File: src/rtl/rps_pkg.sv
// ----------------------------------------------------------------------------
// Route pattern segmenter package
// Field widths, result record, queue push record and default constants that
// the segmenter top level and its result queue share.
// ----------------------------------------------------------------------------
package rps_pkg;

   // Default largest pattern length in bytes.
   localparam int MAX_URI_BYTES_DEFAULT = 8192;

   // Configuration register width and reset value.
   localparam int            CFG_W            = 14;
   localparam logic [13:0]   MAX_LENGTH_RESET = 14'd8192;

   // Output field widths.
   localparam int TYPE_W    = 2;
   localparam int OFF_W     = 13;
   localparam int LEN_W     = 14;
   localparam int NLEN_W    = 13;
   localparam int STATUS_W  = 2;
   localparam int ERROFF_W  = 14;

   // Depth of the result queue (power of two).
   localparam int QUEUE_DEPTH = 4;

   // One result item.
   typedef struct packed {
      logic                  result_kind;
      logic [TYPE_W-1:0]     segment_type;
      logic [OFF_W-1:0]      segment_offset;
      logic [LEN_W-1:0]      segment_length;
      logic [OFF_W-1:0]      name_offset;
      logic [NLEN_W-1:0]     name_length;
      logic [STATUS_W-1:0]   status;
      logic [ERROFF_W-1:0]   error_offset;
      logic                  last_result;
   } result_type;

   // Up to two results written into the queue in the same cycle, first one first.
   typedef struct packed {
      logic [1:0]  count;
      result_type  first;
      result_type  second;
   } push_type;

endpackage

File: src/rtl/rps_result_queue.sv
// ----------------------------------------------------------------------------
// Route pattern segmenter result queue
// Small register queue that takes up to two results a cycle from the parser
// and hands one result a cycle to the response channel while it is not stalled.
// ----------------------------------------------------------------------------
module rps_result_queue
   import rps_pkg::*;
(
   input  logic        clock,
   input  logic        reset,
   input  push_type    push,
   input  logic        rsp_stall,
   output logic        head_valid,
   output result_type  head,
   output logic        room
);

   localparam int PTR_W = $clog2(QUEUE_DEPTH);
   localparam int CNT_W = $clog2(QUEUE_DEPTH + 1);

   result_type          entry_ff [QUEUE_DEPTH];
   logic [PTR_W-1:0]    wr_ptr_ff;
   logic [PTR_W-1:0]    wr_ptr_in;
   logic [PTR_W-1:0]    rd_ptr_ff;
   logic [PTR_W-1:0]    rd_ptr_in;
   logic [CNT_W-1:0]    count_ff;
   logic [CNT_W-1:0]    count_in;
   logic                pop;

   // The head is shown whenever the queue holds anything.
   assign head_valid = (count_ff != '0);
   assign head       = entry_ff[rd_ptr_ff];
   assign pop        = head_valid && !rsp_stall;

   // Room for a full pair of results, counted without this cycle's pop.
   assign room = (count_ff <= CNT_W'(QUEUE_DEPTH - 2));

   // Pointer and fill count updates.
   always_comb begin
      wr_ptr_in = wr_ptr_ff + PTR_W'(push.count);
      rd_ptr_in = rd_ptr_ff + PTR_W'(pop);
      count_in  = count_ff + CNT_W'(push.count) - CNT_W'(pop);
   end

   always_ff @(posedge clock) begin
      if (reset) begin
         wr_ptr_ff <= '0;
         rd_ptr_ff <= '0;
         count_ff  <= '0;
      end else begin
         wr_ptr_ff <= wr_ptr_in;
         rd_ptr_ff <= rd_ptr_in;
         count_ff  <= count_in;
      end
   end

   // Result storage; the second result lands in the entry after the first.
   always_ff @(posedge clock) begin
      if (push.count != 2'd0) begin
         entry_ff[wr_ptr_ff] <= push.first;
      end
      if (push.count == 2'd2) begin
         entry_ff[wr_ptr_ff + PTR_W'(1)] <= push.second;
      end
   end

   // A push never overfills the queue.
   a_no_overflow: assert property (@(posedge clock) disable iff (reset)
      push.count != 2'd0 |->
         (int'(count_ff) + int'(push.count) - int'(pop)) <= QUEUE_DEPTH)
      else $error("result queue overflow");

   // The fill count follows pushes and pops exactly.
   a_count_track: assert property (@(posedge clock) disable iff (reset)
      !$past(reset) |=> count_ff ==
         CNT_W'($past(count_ff) + CNT_W'($past(push.count)) - CNT_W'($past(pop))))
      else $error("result queue count mismatch");

   // The queue comes out of reset empty.
   a_reset_empty: assert property (@(posedge clock)
      reset |=> count_ff == '0 && !head_valid)
      else $error("result queue not empty after reset");

endmodule

File: src/rtl/route_pattern_segmenter.sv
// ----------------------------------------------------------------------------
// Route pattern segmenter
// Splits a route pattern, one byte per request, into slash-separated
// segments and reports each segment followed by a closing status.
// ----------------------------------------------------------------------------
// A request carries one pattern byte, an end flag and a no-byte flag; it is
// captured in an input register and parsed combinationally, and the resulting
// segment descriptor and, on the end request, the status are written into a
// four-entry result queue that drives the response channel. A request is
// taken every cycle as long as the queue has room for two results, so the
// sustained rate is one request per cycle, limited only by the response side
// draining one result per cycle (an end request that also closes a segment
// gives two results). After a status the run state returns to its reset
// values; the user must write max_length through the csr channel only while
// the block is idle, which the block itself does not enforce.
// ----------------------------------------------------------------------------
module route_pattern_segmenter
   import rps_pkg::*;
#(
   parameter int MAX_URI_BYTES = MAX_URI_BYTES_DEFAULT
)
(
   input  logic                  clock,
   input  logic                  reset,
   // Request channel.
   input  logic                  req_valid,
   output logic                  req_stall,
   input  logic [7:0]            req_pattern_byte,
   input  logic                  req_end_of_pattern,
   input  logic                  req_no_byte,
   // Response channel.
   output logic                  rsp_valid,
   input  logic                  rsp_stall,
   output logic                  rsp_result_kind,
   output logic [TYPE_W-1:0]     rsp_segment_type,
   output logic [OFF_W-1:0]      rsp_segment_offset,
   output logic [LEN_W-1:0]      rsp_segment_length,
   output logic [OFF_W-1:0]      rsp_name_offset,
   output logic [NLEN_W-1:0]     rsp_name_length,
   output logic [STATUS_W-1:0]   rsp_status,
   output logic [ERROFF_W-1:0]   rsp_error_offset,
   output logic                  rsp_last_result,
   // Configuration channel.
   input  logic                  csr_valid,
   output logic                  csr_ready,
   input  logic [CFG_W-1:0]      csr_max_length
);

   // Largest limit in force, and the position width that holds it plus one.
   localparam int CFG_MAX = (1 << CFG_W) - 1;
   localparam int LIM_MAX = (MAX_URI_BYTES < CFG_MAX) ? MAX_URI_BYTES : CFG_MAX;
   localparam int POS_W   = $clog2(LIM_MAX + 2);

   // Parser modes.
   localparam logic [2:0] MODE_LEAD   = 3'd0;
   localparam logic [2:0] MODE_SEG    = 3'd1;
   localparam logic [2:0] MODE_STATIC = 3'd2;
   localparam logic [2:0] MODE_PARAM  = 3'd3;
   localparam logic [2:0] MODE_AFTER  = 3'd4;
   localparam logic [2:0] MODE_ERR    = 3'd5;

   // Status codes.
   localparam logic [STATUS_W-1:0] ST_OK       = 2'd0;
   localparam logic [STATUS_W-1:0] ST_LONG     = 2'd1;
   localparam logic [STATUS_W-1:0] ST_UNCLOSED = 2'd2;

   // Segment types and result kinds.
   localparam logic [TYPE_W-1:0] SEG_STATIC   = 2'd0;
   localparam logic [TYPE_W-1:0] SEG_PARAM    = 2'd1;
   localparam logic [TYPE_W-1:0] SEG_OPTIONAL = 2'd2;
   localparam logic [TYPE_W-1:0] SEG_WILDCARD = 2'd3;
   localparam logic              KIND_SEGMENT = 1'b0;
   localparam logic              KIND_STATUS  = 1'b1;

   // Pattern characters.
   localparam logic [7:0] CH_SLASH = 8'h2F;
   localparam logic [7:0] CH_OPEN  = 8'h7B;
   localparam logic [7:0] CH_CLOSE = 8'h7D;
   localparam logic [7:0] CH_QUEST = 8'h3F;
   localparam logic [7:0] CH_STAR  = 8'h2A;
   localparam logic [7:0] CH_DOT   = 8'h2E;

   // Configuration register.
   logic [CFG_W-1:0]    max_length_ff;

   // Input register.
   logic                in_valid_ff;
   logic                in_valid_in;
   logic [7:0]          in_byte_ff;
   logic                in_fin_ff;
   logic                in_none_ff;

   // Run state and its next values.
   logic [2:0]          mode_ff,     mode_in;
   logic [POS_W-1:0]    pos_ff,      pos_in;
   logic [POS_W-1:0]    seg_ff,      seg_in;
   logic [POS_W-1:0]    name_ff,     name_in;
   logic [23:0]         recent_ff,   recent_in;
   logic [STATUS_W-1:0] err_ff,      err_in;
   logic [POS_W-1:0]    eoff_ff,     eoff_in;

   // Parser results and queue handshake.
   logic [POS_W-1:0]    lim;
   logic                seg_hit;
   result_type          seg_res;
   result_type          stat_res;
   push_type            push;
   logic                room;
   logic                advance;
   logic                head_valid;
   result_type          head;
   logic [POS_W-1:0]    nlen;
   logic [TYPE_W-1:0]   ptype;

   // The configuration register takes every write.
   assign csr_ready = 1'b1;

   always_ff @(posedge clock) begin
      if (reset) begin
         max_length_ff <= MAX_LENGTH_RESET;
      end else if (csr_valid && csr_ready) begin
         max_length_ff <= csr_max_length;
      end
   end

   // The held request is parsed once the queue can take two results.
   assign advance   = in_valid_ff && room;
   assign req_stall = in_valid_ff && !room;

   always_comb begin
      if (req_valid && !req_stall) begin
         in_valid_in = 1'b1;
      end else if (advance) begin
         in_valid_in = 1'b0;
      end else begin
         in_valid_in = in_valid_ff;
      end
   end

   always_ff @(posedge clock) begin
      if (reset) begin
         in_valid_ff <= 1'b0;
      end else begin
         in_valid_ff <= in_valid_in;
      end
   end

   always_ff @(posedge clock) begin
      if (req_valid && !req_stall) begin
         in_byte_ff <= req_pattern_byte;
         in_fin_ff  <= req_end_of_pattern;
         in_none_ff <= req_no_byte;
      end
   end

   // Length limit in force: the smaller of the register and the build limit.
   always_comb begin
      if (int'(max_length_ff) > MAX_URI_BYTES) begin
         lim = POS_W'(MAX_URI_BYTES);
      end else begin
         lim = POS_W'(max_length_ff);
      end
   end

   // One parse step: byte handling, then segment close and status on end.
   always_comb begin
      mode_in   = mode_ff;
      pos_in    = pos_ff;
      seg_in    = seg_ff;
      name_in   = name_ff;
      recent_in = recent_ff;
      err_in    = err_ff;
      eoff_in   = eoff_ff;
      seg_hit   = 1'b0;
      seg_res   = '0;
      stat_res  = '0;
      push      = '0;
      nlen      = pos_ff - name_ff;
      ptype     = SEG_PARAM;

      // Marker on a closed parameter name.
      if (nlen != '0 && recent_ff[7:0] == CH_QUEST) begin
         ptype = SEG_OPTIONAL;
         nlen  = nlen - POS_W'(1);
      end else if (nlen != '0 && recent_ff[7:0] == CH_STAR) begin
         ptype = SEG_WILDCARD;
         nlen  = nlen - POS_W'(1);
      end else if (nlen > POS_W'(3) && recent_ff[7:0] == CH_DOT &&
                   recent_ff[15:8] == CH_DOT && recent_ff[23:16] == CH_DOT) begin
         ptype = SEG_WILDCARD;
         nlen  = nlen - POS_W'(3);
      end

      if (!in_none_ff) begin
         if (pos_ff >= lim) begin
            // Too long: overrides any earlier error, position saturates.
            err_in  = ST_LONG;
            mode_in = MODE_ERR;
            pos_in  = lim + POS_W'(1);
         end else begin
            pos_in = pos_ff + POS_W'(1);
            unique case (mode_ff)
               MODE_LEAD, MODE_AFTER, MODE_SEG: begin
                  if (in_byte_ff == CH_SLASH && mode_ff != MODE_SEG) begin
                     mode_in = MODE_SEG;
                  end else if (in_byte_ff == CH_SLASH) begin
                     // A slash at the start of a segment is an empty segment.
                     seg_hit                = 1'b1;
                     seg_res.segment_offset = OFF_W'(pos_ff);
                     mode_in                = MODE_SEG;
                  end else if (in_byte_ff == CH_OPEN) begin
                     seg_in  = pos_ff;
                     name_in = pos_ff + POS_W'(1);
                     mode_in = MODE_PARAM;
                  end else begin
                     seg_in  = pos_ff;
                     mode_in = MODE_STATIC;
                  end
               end
               MODE_STATIC: begin
                  if (in_byte_ff == CH_SLASH) begin
                     seg_hit                = 1'b1;
                     seg_res.segment_offset = OFF_W'(seg_ff);
                     seg_res.segment_length = LEN_W'(pos_ff - seg_ff);
                     mode_in                = MODE_SEG;
                  end
               end
               MODE_PARAM: begin
                  if (in_byte_ff == CH_SLASH) begin
                     err_in  = ST_UNCLOSED;
                     eoff_in = name_ff;
                     mode_in = MODE_ERR;
                  end else if (in_byte_ff == CH_CLOSE) begin
                     seg_hit                = 1'b1;
                     seg_res.segment_type   = ptype;
                     seg_res.segment_offset = OFF_W'(seg_ff);
                     seg_res.segment_length = LEN_W'(pos_ff + POS_W'(1) - seg_ff);
                     seg_res.name_offset    = OFF_W'(name_ff);
                     seg_res.name_length    = NLEN_W'(nlen);
                     mode_in                = MODE_AFTER;
                  end
               end
               default: begin
                  // Error mode: bytes are only counted.
               end
            endcase
         end
         recent_in = {recent_ff[15:0], in_byte_ff};
      end

      if (in_fin_ff) begin
         // Close an open static segment or flag an open parameter.
         if (mode_in == MODE_STATIC) begin
            seg_hit                = 1'b1;
            seg_res.segment_offset = OFF_W'(seg_in);
            seg_res.segment_length = LEN_W'(pos_in - seg_in);
         end else if (mode_in == MODE_PARAM) begin
            err_in  = ST_UNCLOSED;
            eoff_in = name_in;
         end
         stat_res.result_kind = KIND_STATUS;
         stat_res.status      = err_in;
         stat_res.last_result = 1'b1;
         if (err_in == ST_UNCLOSED) begin
            stat_res.error_offset = ERROFF_W'(eoff_in);
         end
         // The next pattern starts from a clean state.
         mode_in   = MODE_LEAD;
         pos_in    = '0;
         seg_in    = '0;
         name_in   = '0;
         recent_in = '0;
         err_in    = ST_OK;
         eoff_in   = '0;
      end

      seg_res.result_kind = KIND_SEGMENT;

      // Pack the results in order into the queue push.
      if (seg_hit) begin
         push.first  = seg_res;
         push.second = stat_res;
         push.count  = in_fin_ff ? 2'd2 : 2'd1;
      end else begin
         push.first  = stat_res;
         push.count  = in_fin_ff ? 2'd1 : 2'd0;
      end
      if (!advance) begin
         push.count = 2'd0;
      end
   end

   // Run state registers.
   always_ff @(posedge clock) begin
      if (reset) begin
         mode_ff   <= MODE_LEAD;
         pos_ff    <= '0;
         seg_ff    <= '0;
         name_ff   <= '0;
         recent_ff <= '0;
         err_ff    <= ST_OK;
         eoff_ff   <= '0;
      end else if (advance) begin
         mode_ff   <= mode_in;
         pos_ff    <= pos_in;
         seg_ff    <= seg_in;
         name_ff   <= name_in;
         recent_ff <= recent_in;
         err_ff    <= err_in;
         eoff_ff   <= eoff_in;
      end
   end

   // Result queue between the parser and the response channel.
   rps_result_queue u_queue (
      .clock      (clock),
      .reset      (reset),
      .push       (push),
      .rsp_stall  (rsp_stall),
      .head_valid (head_valid),
      .head       (head),
      .room       (room)
   );

   assign rsp_valid          = head_valid;
   assign rsp_result_kind    = head.result_kind;
   assign rsp_segment_type   = head.segment_type;
   assign rsp_segment_offset = head.segment_offset;
   assign rsp_segment_length = head.segment_length;
   assign rsp_name_offset    = head.name_offset;
   assign rsp_name_length    = head.name_length;
   assign rsp_status         = head.status;
   assign rsp_error_offset   = head.error_offset;
   assign rsp_last_result    = head.last_result;

   // A request in the input register is held until the queue has room.
   a_hold_input: assert property (@(posedge clock) disable iff (reset)
      in_valid_ff && !room |=> in_valid_ff && $stable(in_byte_ff) &&
         $stable(in_fin_ff) && $stable(in_none_ff))
      else $error("held request lost");

   // The position never passes the limit plus one.
   a_pos_bound: assert property (@(posedge clock) disable iff (reset)
      !$past(reset) && $stable(max_length_ff) |-> pos_ff <= lim + POS_W'(1))
      else $error("byte position beyond saturation");

   // A status result always clears the run state.
   a_status_clears: assert property (@(posedge clock) disable iff (reset)
      advance && in_fin_ff |=> mode_ff == MODE_LEAD && pos_ff == '0 &&
         err_ff == ST_OK)
      else $error("run state not cleared after status");

endmodule

File: config.mk
export PLATFORM = sky130hd
export DESIGN_NAME = route_pattern_segmenter
export DESIGN_NICKNAME = d
export VERILOG_FILES = /design/src/rtl/rps_pkg.sv /design/src/rtl/rps_result_queue.sv /design/src/rtl/route_pattern_segmenter.sv
export SDC_FILE = /design/constraint.sdc
export NUM_CORES = 1
export LEC_CHECK = 0
export BUFFER_PORTS_ARGS = -buffer_cell sky130_fd_sc_hd__buf_2
export CAP_MARGIN = 0
export CORE_MARGIN = 2
export CORE_UTILIZATION = 35
export CTS_CLUSTER_DIAMETER = 30
export DETAILED_ROUTE_END_ITERATION = 10
export GPL_ROUTABILITY_DRIVEN = 0
export PLACE_DENSITY = 0.55
export RECOVER_POWER = 100
export SLEW_MARGIN = 20
export SYNTH_ARGS = -nofsm -noshare
export SYNTH_HDL_FRONTEND = slang
export SYNTH_HIERARCHICAL = 1
export SYNTH_SLANG_ARGS = --single-unit
File: constraint.sdc
create_clock -name clock -period 7.61 [get_ports clock]
set_clock_uncertainty 0.2 [all_clocks]
set_input_delay 0.3805 -clock clock [delete_from_list [all_inputs] [get_ports clock]]
set_output_delay 0.3805 -clock clock [all_outputs]
set_load 0.03 [all_outputs]
# After elaboration in Yosys (flattened, before gate mapping)

Memory sizes are Yosys's and may differ from the RTL's. A register that Yosys moved wholly into a read port is not among the register bits.
Cells that the tools add are included.

Register bits: 117
Latch bits: 0
Bits in writable memories: 292
Bits in read-only memories: 0
Input bits: 29
Output and inout port bits: 76
Memories kept: 1

$add $sub $neg: 13
$mul: 0
Div/mod/pow operators: 0
Order comparisons: 4
Equality and inequality tests: 18
Shift-type cells: 0
Multiplexer cells: 87
Bitwise logic cells: 0
Reduce and logical (&&, ||, !) cells: 20

Memory list:

| name             | words | width | rd ports | clocked after Yosys merged registers in | wr ports | line                   | text |
|---|---|---|---|---|---|---|---|
| u_queue.entry_ff | 4     | 73    | 1        | 1                                       | 2        | rps_result_queue.sv:21 | `result_type entry_ff [QUEUE_DEPTH];` |

Operator list:

| kind                                                                              | number |
|---|---|
| 14-bit two-way mux                                                                | 25 |
| 55-bit two-way mux                                                                | 4 |
| 27-bit two-way mux                                                                | 3 |
| 75-bit two-way mux                                                                | 1 |
| 73-bit two-way mux                                                                | 1 |
| 13-bit two-way mux                                                                | 5 |
| 14-bit subtractor                                                                 | 4 |
| 8-bit by 6-bit == test with 1-bit output (second input constant)                  | 6 |
| 24-bit two-way mux                                                                | 2 |
| 13-bit one-hot mux with 3 select lines                                            | 1 |
| 2-bit two-way mux                                                                 | 17 |
| 14-bit by 1-bit adder with 14-bit output (second input constant)                  | 2 |
| 14-bit one-hot mux with 2 select lines                                            | 1 |
| 26-bit two-way mux                                                                | 1 |
| 3-bit two-way mux                                                                 | 6 |
| 1-bit two-way mux                                                                 | 17 |
| 17-bit two-way mux                                                                | 1 |
| 8-bit by 7-bit == test with 1-bit output (second input constant)                  | 2 |
| 14-bit greater-or-equal comparator                                                | 1 |
| 14-bit greater-than comparator (second input constant)                            | 1 |
| 14-bit by 2-bit greater-than comparator with 1-bit output (second input constant) | 1 |
| 14-bit nonzero test                                                               | 1 |
| 13-bit by 1-bit subtractor with 13-bit output (second input constant)             | 1 |
| 13-bit by 2-bit subtractor with 13-bit output (second input constant)             | 1 |
| 21 further kinds                                                                  | 37 |

# Longest topological paths before layout

Word-level depth: 20
Depth in mapped cells: 25

# Hierarchy

Netlist, hierarchy kept.

By module, submodules not included:

| module                  | times used | cells each | area each (µm²) | seq. area each (µm²) |
|---|---|---|---|---|
| rps_result_queue        | 1          | 752        | 14412.6         | 8908.5 |
| route_pattern_segmenter | 1          | 1337       | 9775.6          | 2302.2 |

# Worst setup path after synthesis

OpenSTA, ideal clock, no wires.

Kind: register -> register
Start point: register max_length_ff[13]
End point: memory u_queue/entry_ff[3][0] (netlist bit) (enable)
Setup time: 0.512 ns
Arrival time: 6.948 ns
Required time: 6.898 ns
Path slack: -0.050 ns
Cell stages (with the launch flop): 21
Path buffers: 2
Clock period less this slack: 7.660 ns
Cells stage by stage: dfxtp_1 -> inv_2 -> clkbuf_1 -> nand2_1 -> ha_1 -> a211o_1 -> a21oi_2 -> o21ai_2 -> a21oi_4 -> clkbuf_1 -> o21ai_0 -> a22o_1 -> inv_1 -> nand3_1 -> o21a_1 -> inv_2 -> ha_1 -> and3_1 -> nor2b_1 -> a21oi_1 -> nor2b_1

RTL lines:

| item                     | line                           | text |
|---|---|---|
| start: declaration       | route_pattern_segmenter.sv:84  | `logic [CFG_W-1:0] max_length_ff;` |
| start signal: assignment | route_pattern_segmenter.sv:122 | `max_length_ff <= csr_max_length;` |
| end: declaration         | rps_result_queue.sv:21         |  |

==> flow_summary.toml <==
[status]
status = "finished with violations"
violations = "capacitance limit, slew limit"

[synth]
ys.flop_type = "edfxtp_1"
netlist_instances = 2089
synth.cell_area_um2 = 24190
synth-edff-count = 302
seq_area_frac_synth_pct = 46.35
synth-seq-cells = 409
synth_area_leaders = "edfxtp_1 37%, mux2_2 13%, dfxtp_1 8.9%"
ys_types = 97
yosysTopAreaCell = "edfxtp_1"
yosys_warnings = 6
syn_avg_cell_area_um2 = 11.58
async_flop_share_pct = 0
yosys.area.top_type_share_pct = 37.49

[cells_and_area]
drive_gt1_share_pct = 23.40
nFillCells = 6371
areaGrowthSynthToFinish_pct = 24.23
multi_input_area_um2 = 12960
fin_nets = 2555
diodes = 0
mostFrequentLayoutCells = "302 x edfxtp_1, 272 x mux2_2, 264 x nor2_1"
finalInstanceArea_um2 = 30050
layout.cells.most_common = "edfxtp_1"
seq_area_um2 = 11210

[sta]
worstMarginPinSlew_ps = 3728
period_share_pct = 84.54
slew_violations = 259
period_needed_ps = 6434
finalSetupViolCount = 0
rsz0062_at_grt = "no"
final_hold_viol_count = 0
slew_headroom_pct = -148.6
max_freq_mhz = 155.4
fin_tns_setup_ps = 0
setup_slack_ps = 1176

[worst_setup_path]
arrival_ps = 6630
cp-start-kind = "flop"
worst_ep_required_time_ps = 7800
critPathKind = "reg -> reg"
worst_setup_path_end_kind = "flop"
path_max_fanout = 47

[power_and_ir_drop]
p_per_area_nw_per_um2 = 277.9
seqPwrFrac_pct = 31.0
p_sw_share_pct = 27.44
pwr-share-clk_pct = 53.4
p_leak_uw = 0.01103
combPwrFrac_pct = 15.6
p_int_uw = 6059
p_switching_uw = 2292
ir_worst_vdd_v = 0.0001872
power.total_uw = 8351

[cts]
htree_levels = 3
cts_buffers = 100
cts_max_path_buffers = 3
clock-root-buffer = "clkbuf_16"
clk_pin_slew_ps = 40
cts_tree = "built"
clock_latency_ps = 660
post_cts_buffers = 0
cts.sink_count = 409

[floorplan]
initial_core_util_pct = 35.33
core-area_um2 = 68470
ios = 105
die-area_um2 = 71230
die_x_um = 266.9
num_rows = 96
fp.dieH_um = 266.9

[placed_design]
placed_area_um2 = 26360
place_hpwl_mm = 46.92
io_buffers = 103
dp_worst_setup_slack_ps = 1867

[flow_run]
maxCapViolations = 6

[detailed_routing]
remaining_drc_errors = 0
drtPass1Iterations = 8
ant_nets = 0
routed_wl_mm = 69.88
wl_per_cell_um = 20.46
routed_via_density = 5.314
vias = 18150
dr.first_iter.drc_count = 1390

[global_route]
antenna_found_initial = 0
grt_pass1_vias = 18360
grt-ovfl-total = 0
grt_usage_pct = 19.59
grt_pass1_wl_mm = 107.7
grt_max_degree = 80

[hold_path]
holdCritPathClass = "in -> reg"
-- what timing repair did --
| action | 4_1_cts | 5_1_grt |
|---|---|---|
| resized for setup | 0 | 0 |
| endpoints found under the hold margin | 50 | 0 |
| hold buffers | 30 | 0 |
-- synthesized netlist by cell type, drive strengths merged (23+ instances only) --
cell type	n
xor2	23
ha	74
xnor2	55
nor2	270
clkbuf	74
nand2	89
nor3	27
edfxtp	302
o22ai	26
a22oi	93
buf	56
mux2	292
a21oi	82
nor4	28
mux4	73
inv	67
nand3	30
o21ai	62
dfxtp	107
-- kinds of logic after synthesis --
group	after synthesis	synth area share [%]
other	2	0.03105
XOR/XNOR	78	2.824
buffers and inverters	198	3.528
flip-flops	409	46.35
multiplexers	386	21.28
adder cells (fa/ha/maj)	80	4.283
AO/OA/AOI/OAI	380	10.87
AND/OR/NAND/NOR	556	10.84
-- metrics by stage --
| step | hold slack (ps) | utilization [%] | instances |
|---|---|---|---|
| 2_1_floorplan | 247.2 | - | 2308 |
| 3_5_place_dp | 288.8 | 38.51 | 3197 |
| 4_1_cts | 12.94 | 44.18 | 3416 |
| 3_3_place_gp | 281.3 | 38.51 | 3197 |
| 5_1_grt | 51.73 | 43.89 | 3416 |
| 6_report | 38.45 | 43.89 | 3416 |
-- layout make-up --
| cell class | count | share of cell area [%] |
|---|---|---|
| inverter | 68 | 0.8494 |
| timing repair buffer | 167 | 3.110 |
| clock inverter | 66 | 2.969 |
| tap | 882 | 3.672 |
| multi-input combinational | 1701 | 43.12 |
| clock buffer | 123 | 8.960 |
| sequential | 409 | 37.32 |
-- sequential cells by signal, summed over array words and instances, names as in the netlist --
register / flops
u_queue/entry_ff: 292
recent_ff: 24
eoff_ff: 14
max_length_ff: 14
name_ff: 14
pos_ff: 14
seg_ff: 14
in_byte_ff: 8
mode_ff: 3
u_queue/count_ff: 3
err_ff: 2
u_queue/rd_ptr_ff: 2
u_queue/wr_ptr_ff: 2
in_fin_ff: 1
in_none_ff: 1
in_valid_ff: 1
-- worst max-delay path: stages (launching register included) --
cell      delay, ps
dfxtp_1         370
inv_1           390
nand2_1         210
ha_1            310
nand2_1         130
o21a_1          140
o211ai_1        180
a21oi_4         180
buf_4           380
o21ai_0         160
a22o_1          240
inv_1            70
nand3_1         150
o21a_1          260
inv_1           140
ha_1            320
and3_1          320
nand2b_1        170
nor2_1          190
clkbuf_2       1150
mux2_2          440
-- path summary, 6_finish.rpt --
kind / slack [ps] / start / cells past startpoint / to
worst max-delay path: 1180 / max_length_ff[13] / 20 / u_queue/entry_ff[3][11]
worst min-delay path: 40 / csr_valid / 2 / max_length_ff[13]
worst max register to register: 1180 / max_length_ff[13] / 20 / u_queue/entry_ff[3][11]
worst min register to register: 300 / recent_ff[22] / 2 / recent_ff[22]
-- power groups by stage --
stage          Combinational, µW  Sequential [µW]  Clock [µW]
6_report                    1300             2590        4460
2_1_floorplan               1020             2570           0
3_5_place_dp                1330             2630           0
4_1_cts                     1350             2590        4520
5_1_grt                     1410             2610        4640
3_3_place_gp                1320             2630           0
-- layer usage --
layer / up-vias / GRT usage, % / wire [µm] / share of wire (%)
met3: 114 / 4.189 / 4122 / 5.9
met2: 542 / 31.68 / 32790 / 47
li1: 8460 / - / - / -
met5: - / 0 / 0 / 0
met4: 0 / 6.817 / 1821 / 2.6
met1: 9037 / 25.93 / 31140 / 45
(Power assumes the default switching activity.)
